$ cat config.mk
export PLATFORM = sky130hd
export DESIGN_NAME = method_descriptor_type_parser
export DESIGN_NICKNAME = d
export VERILOG_FILES = /design/src/hw/rtl/mdtp_pkg.sv /design/src/hw/rtl/method_descriptor_type_parser.sv
export VERILOG_INCLUDE_DIRS = /design/src /design/src/hw/rtl
export SDC_FILE = /design/constraint.sdc
export NUM_CORES = 1
export LEC_CHECK = 0
export BUFFER_PORTS_ARGS = -buffer_cell sky130_fd_sc_hd__clkbuf_2
export CAP_MARGIN = 25
export CORE_AREA = 2 2 97 52
export DETAILED_ROUTE_END_ITERATION = 16
export DIE_AREA = 0 0 99 54
export GPL_TIMING_DRIVEN = 0
export HOLD_SLACK_MARGIN = 0.02
export PLACE_DENSITY = 0.7
export SETUP_SLACK_MARGIN = 0.02
export SYNTH_ARGS = -nofsm -noshare
export SYNTH_HDL_FRONTEND = slang
export SYNTH_SLANG_ARGS = --single-unit
$ cat constraint.sdc
create_clock -name clk -period 1.6 [get_ports clk]
set_input_delay 0.32 -clock clk [delete_from_list [all_inputs] [get_ports clk]]
set_output_delay 0.32 -clock clk [all_outputs]
set_load 0.02 [all_outputs]
$ cat src/hw/rtl/assert_macros.svh
// Assertion macros for the RTL modules.
`ifndef ASSERT_MACROS_SVH
`define ASSERT_MACROS_SVH

// Property that must hold at every rising edge outside of reset.
`define ASSERT_ALWAYS(lbl, clk, rst, prop) \
  lbl: assert property (@(posedge clk) disable iff (rst) (prop)) \
    else $error("assertion failed: lbl");

// Antecedent implies consequent in the same cycle.
`define ASSERT_IMPLIES(lbl, clk, rst, ante, cons) \
  lbl: assert property (@(posedge clk) disable iff (rst) (ante) |-> (cons)) \
    else $error("assertion failed: lbl");

`endif

$ cat src/hw/rtl/mdtp_pkg.sv
// Types, codes and decode helpers for the method descriptor type parser.
`default_nettype none

package mdtp_pkg;

  // Parser phase.
  typedef enum logic [2:0] {
    PH_IDLE   = 3'd0,
    PH_PARAMS = 3'd1,
    PH_CLASS  = 3'd2,
    PH_ARRAY  = 3'd3,
    PH_RETURN = 3'd4
  } phase_t;

  // Result kinds.
  localparam logic [1:0] KIND_PARAM  = 2'd0;
  localparam logic [1:0] KIND_RETURN = 2'd1;
  localparam logic [1:0] KIND_ERROR  = 2'd2;

  // Computational type codes.
  localparam logic [2:0] T_INT  = 3'd0;
  localparam logic [2:0] T_LONG = 3'd1;
  localparam logic [2:0] T_FLT  = 3'd2;
  localparam logic [2:0] T_DBL  = 3'd3;
  localparam logic [2:0] T_ADR  = 3'd4;
  localparam logic [2:0] T_VOID = 3'd5;

  // Descriptor characters.
  localparam logic [7:0] CH_RPAREN = 8'h29; // ')'
  localparam logic [7:0] CH_SEMI   = 8'h3B; // ';'
  localparam logic [7:0] CH_LBRACK = 8'h5B; // '['
  localparam logic [7:0] CH_VOID   = 8'h56; // 'V'
  localparam logic [7:0] CH_CLASS  = 8'h4C; // 'L'
  localparam logic [7:0] CH_B      = 8'h42;
  localparam logic [7:0] CH_C      = 8'h43;
  localparam logic [7:0] CH_D      = 8'h44;
  localparam logic [7:0] CH_F      = 8'h46;
  localparam logic [7:0] CH_I      = 8'h49;
  localparam logic [7:0] CH_J      = 8'h4A;
  localparam logic [7:0] CH_S      = 8'h53;
  localparam logic [7:0] CH_Z      = 8'h5A;

  // One result item.
  typedef struct packed {
    logic [1:0] kind;
    logic [2:0] type_code;
    logic [7:0] param_index;
    logic       last;
  } result_t;

  // Primitive type decode: ok is low for a character that is no primitive.
  typedef struct packed {
    logic       ok;
    logic [2:0] code;
  } prim_t;

  function automatic prim_t prim_type(input logic [7:0] c);
    prim_t p;
    p.ok   = 1'b1;
    p.code = T_INT;
    case (c)
      CH_B, CH_C, CH_I, CH_S, CH_Z: p.code = T_INT;
      CH_J:    p.code = T_LONG;
      CH_F:    p.code = T_FLT;
      CH_D:    p.code = T_DBL;
      default: p.ok   = 1'b0;
    endcase
    return p;
  endfunction

endpackage

`default_nettype wire

$ cat src/hw/rtl/method_descriptor_type_parser.sv
// Top level of the method descriptor type parser.
//
// Input channel: one descriptor character per transfer on ch, with start_req
// marking the leading character and is_static read on that same transfer.
// Output channel: at most one result per character (kind, type_code,
// param_index, last); a non-static start gives the implicit this address,
// each parameter gives its type, and the return type or an error ends the
// descriptor with last set and the parameter count in param_index.
// Each result is registered. Throughput is one character per cycle while
// in_stall is low: the decode is a single compare-and-select stage around
// the phase and count registers, followed by an output register and a
// one-entry skid register, so input keeps flowing while one result waits.
// When the receiver stalls, the skid register takes one more result and then
// in_stall rises until the output register drains.
// Reset (rst, synchronous) returns the parser to idle with a zero count and
// empties both result registers; characters before a start are dropped.
`default_nettype none
`include "assert_macros.svh"

module method_descriptor_type_parser #(
  parameter int MAX_PARAMS = 255
) (
  input  wire        clk,
  input  wire        rst,
  input  wire        in_valid,
  output logic       in_stall,
  input  wire [7:0]  ch,
  input  wire        start_req,
  input  wire        is_static,
  output logic       out_valid,
  input  wire        out_stall,
  output logic [1:0] kind,
  output logic [2:0] type_code,
  output logic [7:0] param_index,
  output logic       last
);

  localparam logic [7:0] MaxCount = 8'(MAX_PARAMS);

  mdtp_pkg::phase_t  phase, phase_next;
  logic [7:0]        param_count, param_count_next;
  logic [7:0]        count_sat;
  mdtp_pkg::prim_t   prim;
  mdtp_pkg::result_t res;
  logic              res_valid;
  mdtp_pkg::result_t out_q, skid;
  logic              skid_valid;
  logic              accept;
  logic              out_free;

  assign accept   = in_valid && !in_stall;
  assign in_stall = skid_valid;
  assign out_free = !out_valid || !out_stall;

  // Shared decode of the current character.
  assign prim      = mdtp_pkg::prim_type(ch);
  assign count_sat = (param_count < MaxCount) ? param_count + 8'd1 : param_count;

  // Next phase and parameter count.
  always_comb begin
    phase_next       = phase;
    param_count_next = param_count;
    if (start_req) begin
      phase_next       = mdtp_pkg::PH_PARAMS;
      param_count_next = 8'd1;
      if (is_static) begin
        param_count_next = 8'd0;
      end
    end else begin
      case (phase)
        mdtp_pkg::PH_IDLE: begin
          phase_next = mdtp_pkg::PH_IDLE;
        end
        mdtp_pkg::PH_PARAMS: begin
          if (ch == mdtp_pkg::CH_RPAREN) begin
            phase_next = mdtp_pkg::PH_RETURN;
          end else if (ch == mdtp_pkg::CH_CLASS) begin
            phase_next       = mdtp_pkg::PH_CLASS;
            param_count_next = count_sat;
          end else if (ch == mdtp_pkg::CH_LBRACK) begin
            phase_next       = mdtp_pkg::PH_ARRAY;
            param_count_next = count_sat;
          end else if (!prim.ok) begin
            phase_next = mdtp_pkg::PH_IDLE;
          end else begin
            param_count_next = count_sat;
          end
        end
        mdtp_pkg::PH_CLASS: begin
          if (ch == mdtp_pkg::CH_SEMI) begin
            phase_next = mdtp_pkg::PH_PARAMS;
          end
        end
        mdtp_pkg::PH_ARRAY: begin
          if (ch == mdtp_pkg::CH_LBRACK) begin
            phase_next = mdtp_pkg::PH_ARRAY;
          end else if (ch == mdtp_pkg::CH_CLASS) begin
            phase_next = mdtp_pkg::PH_CLASS;
          end else if (!prim.ok) begin
            phase_next = mdtp_pkg::PH_IDLE;
          end else begin
            phase_next = mdtp_pkg::PH_PARAMS;
          end
        end
        mdtp_pkg::PH_RETURN: begin
          phase_next = mdtp_pkg::PH_IDLE;
        end
        default: begin
          phase_next = mdtp_pkg::PH_IDLE;
        end
      endcase
    end
  end

  // Result for the current character.
  always_comb begin
    res_valid         = 1'b0;
    res.kind          = mdtp_pkg::KIND_ERROR;
    res.type_code     = mdtp_pkg::T_INT;
    res.param_index   = param_count;
    res.last          = 1'b1;
    if (start_req) begin
      res_valid       = !is_static;
      res.kind        = mdtp_pkg::KIND_PARAM;
      res.type_code   = mdtp_pkg::T_ADR;
      res.param_index = 8'd0;
      res.last        = 1'b0;
    end else begin
      case (phase)
        mdtp_pkg::PH_PARAMS: begin
          if (ch == mdtp_pkg::CH_RPAREN) begin
            res_valid = 1'b0;
          end else if (ch == mdtp_pkg::CH_CLASS || ch == mdtp_pkg::CH_LBRACK) begin
            res_valid     = 1'b1;
            res.kind      = mdtp_pkg::KIND_PARAM;
            res.type_code = mdtp_pkg::T_ADR;
            res.last      = 1'b0;
          end else if (!prim.ok) begin
            res_valid = 1'b1;
          end else begin
            res_valid     = 1'b1;
            res.kind      = mdtp_pkg::KIND_PARAM;
            res.type_code = prim.code;
            res.last      = 1'b0;
          end
        end
        mdtp_pkg::PH_ARRAY: begin
          // Only a bad element character reports; the rest is skipped.
          res_valid = (ch != mdtp_pkg::CH_LBRACK) && (ch != mdtp_pkg::CH_CLASS) &&
                      !prim.ok;
        end
        mdtp_pkg::PH_RETURN: begin
          res_valid = 1'b1;
          if (ch == mdtp_pkg::CH_VOID) begin
            res.kind      = mdtp_pkg::KIND_RETURN;
            res.type_code = mdtp_pkg::T_VOID;
          end else if (ch == mdtp_pkg::CH_CLASS || ch == mdtp_pkg::CH_LBRACK) begin
            res.kind      = mdtp_pkg::KIND_RETURN;
            res.type_code = mdtp_pkg::T_ADR;
          end else if (prim.ok) begin
            res.kind      = mdtp_pkg::KIND_RETURN;
            res.type_code = prim.code;
          end
        end
        default: begin
          res_valid = 1'b0;
        end
      endcase
    end
  end

  // Parser state registers.
  always_ff @(posedge clk) begin
    if (rst) begin
      phase       <= mdtp_pkg::PH_IDLE;
      param_count <= 8'd0;
    end else if (accept) begin
      phase       <= phase_next;
      param_count <= param_count_next;
    end
  end

  // Output register with a one-entry skid register behind it.
  always_ff @(posedge clk) begin
    if (rst) begin
      out_valid  <= 1'b0;
      skid_valid <= 1'b0;
    end else if (out_free) begin
      if (skid_valid) begin
        out_valid  <= 1'b1;
        skid_valid <= 1'b0;
      end else begin
        out_valid <= accept && res_valid;
      end
    end else if (accept && res_valid) begin
      skid_valid <= 1'b1;
    end
  end

  // Payload of the result registers.
  always_ff @(posedge clk) begin
    if (out_free) begin
      out_q <= skid_valid ? skid : res;
    end
    if (!skid_valid) begin
      skid <= res;
    end
  end

  assign kind        = out_q.kind;
  assign type_code   = out_q.type_code;
  assign param_index = out_q.param_index;
  assign last        = out_q.last;

  // Checks on the parser and the result buffering.
  `ASSERT_IMPLIES(a_skid_behind_out, clk, rst, skid_valid, out_valid)
  `ASSERT_ALWAYS(a_count_bound, clk, rst, param_count <= MaxCount)
  `ASSERT_IMPLIES(a_last_ends, clk, rst, out_valid,
                  last == (kind != mdtp_pkg::KIND_PARAM))
  `ASSERT_IMPLIES(a_error_type, clk, rst, out_valid && kind == mdtp_pkg::KIND_ERROR,
                  type_code == mdtp_pkg::T_INT)

endmodule

`default_nettype wire
==> parameters.txt <==
Parameter                              Value

Finish
  Area growth from synthesis to layout ... 34.0%
  Most common cell after layout, fill and taps aside ... nand2_1
  Share of final-layout standard cells stronger than drive strength 1 ... 37.5%
  Final Core Density ... 60.9%
  Most frequent cells in the layout ... 28 x nand2_1, 25 x clkbuf_2, 19 x dfxtp_1, 14 x edfxtp_1, 13 x buf_4
  Number of inserted diodes ... 0
  Number of nets at the end of the flow ... 289
  Fin area ... 0.00281 mm^2

Synth
  Top area cells in the synthesized netlist ... dfxtp_1 26%, edfxtp_1 20%, nand2_1 5.0%
  Synth Net Count ... 242
  Count of flip-flops with a built-in enable after synthesis ... 14
  Share of flip-flops with an asynchronous set or reset after synthesis ... 0%
  Share of the yosys chip area belonging to registers ... 45.8%
  Yosys Warn Count ... 0
  Mean post-synth cell area ... 9.24 um^2
  Number of flip-flops and latches in the synthesized netlist ... 41
  Most frequently used flop master after synthesis ... dfxtp_1
  Post-Synthesis Cells ... 227
  Cell Area, Synth ... 0.00210 mm^2
  Number of different library cells in the post-synthesis netlist ... 52
  Most area-hungry cell type in the Yosys netlist ... dfxtp_1
  Yosys top cell area share ... 25.8%

Place
  # port buffers ... 27
  Instance area at placement ... 0.00237 mm^2
  Routability-driven placement congestion ratio ... 0.937
  Sum of net half-perimeters after detailed placement ... 3.71 mm

STA
  Maximum clock frequency ... 605 MHz
  RSZ-0062 raised after global routing ... true
  Worst Max-Slew Pin Slew ... 0.678 ns
  Post-route setup slack ... -0.0516 ns
  Final-layout setup total negative slack ... -0.215 ns
  Final-report max-slew violation count ... 0
  Final Critical Period ... 1.65 ns
  Ratio of final minimum period to clock period ... 103%
  Fin. Hold Viols ... 0
  Final Setup Violations ... 6
  Max Clock Skew ... 0.00889 ns
  Worst slew margin ... 54.7%

Worst setup path
  Critical path arrival ... 1.80 ns
  Worst Path Max Fanout ... 6
  Crit-path cells ... clkbuf_16 -> buf_6 -> or4b_1 -> o21ai_1 -> nand3_1 -> o311a_1 -> o21ai_2
  Endpoint kind of the worst setup timing path ... flop
  Startpoint-to-endpoint class of the critical path ... in -> reg
  Top cell family by delay on the critical path ... simple AND/OR/NAND/NOR gates
  Startpoint kind of the worst setup timing path ... primary input
  Buffer and inverter count on the worst path ... 2
  Slowest Stage Delay on Critical Path ... 0.49 ns
  Critical Path Slowest Stage Cell ... or4b_1
  Req. time, crit path ... 1.75 ns

GRT
  Vias in the first global route ... 1,613
  GR Overflow Total ... 0
  Maximum number of pins on one net before global-route repair ... 16
  Antenna violations before repair ... 0
  Global-route wire length before repair ... 8.26 mm
  Overall Global Routing Usage ... 20.6%

Min path
  Worst hold path class ... in -> reg

Clock network
  Maximum buffer depth of the clock tree ... 2
  Max H-tree Level ... 2
  Clock tree sinks ... 41
  Clk root buf ... clkbuf_8
  CTS tree ... yes
  Clk_lat worst skew ... 0.30 ns
  Number of buffers created by CTS ... 5
  Clock slew seen by the registers of the worst setup and hold paths ... 0.09 ns

Power and ir drop
  Leakage ... 1.05 nW
  Power density over the cells ... 827 mW/mm^2
  Total power of the final layout ... 2.32 mW
  Maximum vdd drop ... 0.535 mV

Drt
  DRC violations left ... 0
  Overall routed net length ... 5.37 mm
  Post-DR wirelength/cell ... 16.0 um
  Pre-antenna DRT Iters ... 4
  Average vias per placed instance ... 5.73
  Detailed-route via count ... 1,918
  DRT iter0 DRCs ... 158
  Antenna viol nets, final ... 0

Die
  Y dimension of the die ... 54 um
  Total die area ... 0.00535 mm^2
  IO Count ... 30
  Row count ... 18
  Starting utilization of the core area ... 45.4%
  Floorplan Core Area ... 0.00462 mm^2
  X dimension of the die ... 99 um

Outcome
  Result of the run ... complete, but fails checks
  Failing checks ... setup timing

Job
  Max capacitance violation total ... 0
==> worst paths after layout <==
kind / to / slack, ns / startpoint / depth (start not counted)
worst max register to register: type_code[1] / 0.01 / phase[1] / 3
worst min-delay path: in_stall / 0.29 / in_valid / 3
worst max-delay path: type_code[2] / -0.05 / ch[1] / 7
worst min register to register: skid[11] / 0.47 / skid[11] / 2
==> cell usage after synthesis, drive strengths merged (2+ instances only) <==
master / count
nand2: 28
a211oi: 5
o21a: 3
nand3: 11
o31ai: 6
nand2b: 13
dfxtp: 27
or4b: 3
inv: 10
o41ai: 2
clkbuf: 9
o21ai: 18
or3: 2
mux2i: 5
or3b: 2
a21oi: 12
a31oi: 2
buf: 4
o311ai: 2
nand4: 5
nor3: 3
edfxtp: 14
o311a: 2
nor2b: 5
nor3b: 3
o211ai: 2
nor2: 10
a311oi: 2
nor4: 3
==> flip-flops by register name (all words and copies together), names as in the netlist <==
name / cells
out_valid: 1
type_code: 3
in_stall: 1
last: 1
phase: 3
param_index: 8
kind: 2
skid: 14
param_count: 8
==> tightest hold or removal path, cell delays in order <==
cell and delay (ns):
clkbuf_2 0.11, nand3_1 0.07, o21ai_1 0.07
==> per-stage QoR <==
stage	instances	setup slack, ns	hold WS, ns
floorplan	227	-0.0483	0.415
finish	335	-0.0516	0.294
global route	335	-0.131	0.321
detailed placement	314	-0.442	0.438
CTS	328	-0.0635	0.289
global placement	314	-0.399	0.436
==> metal layers <==
| metal | wire [um] | track usage (%) | up-vias |
|---|---|---|---|
| met4 | 72 | 6.16 | 0 |
| met5 | 0 | 0 | - |
| li1 | - | - | 941 |
| met3 | 501 | 7.66 | 14 |
| met1 | 2720 | 31.6 | 880 |
| met2 | 2070 | 25.6 | 83 |
==> kinds of logic (layout without fill, tap and decap cells) <==
group | after synthesis | in the layout | share of synthesized area, %
simple gates | 93 | 93 | 24.5
compound gates | 64 | 64 | 22.1
flops | 41 | 41 | 45.8
buf+inv | 23 | 71 | 4.65
mux | 5 | 5 | 2.39
fa+ha+maj | 1 | 1 | 0.597
==> cell type report <==
| cell class | instances | area (um^2) |
|---|---|---|
| fillers | 370 | 1810 |
| plain buffers | 13 | 77.6 |
| multi-input cells | 163 | 1240 |
| repair buffers | 40 | 283 |
| clock inverters | 2 | 37.5 |
| inverters | 10 | 37.5 |
| clock buffers | 6 | 82.6 |
| well taps | 60 | 75.1 |
| flip-flops and latches | 41 | 981 |
==> power by group <==
| part | internal (mW) | leakage, nW | total, mW | switching (mW) |
|---|---|---|---|---|
| Combinational | 0.131 | 0.610 | 0.325 | 0.194 |
| Sequential | 1.10 | 0.387 | 1.12 | 0.0162 |
| Clock | 0.507 | 0.0574 | 0.880 | 0.373 |
| Total | 1.74 | 1.05 | 2.32 | 0.584 |
==> what timing repair did <==
action,in CTS,in global routing
pin swaps,18,22
hold buffers,0,0
resized for setup,43,23
endpoints found under the setup margin,20,18
gates cloned,0,0
setup buffers,6,7
Power figures use the tool's default switching activity.
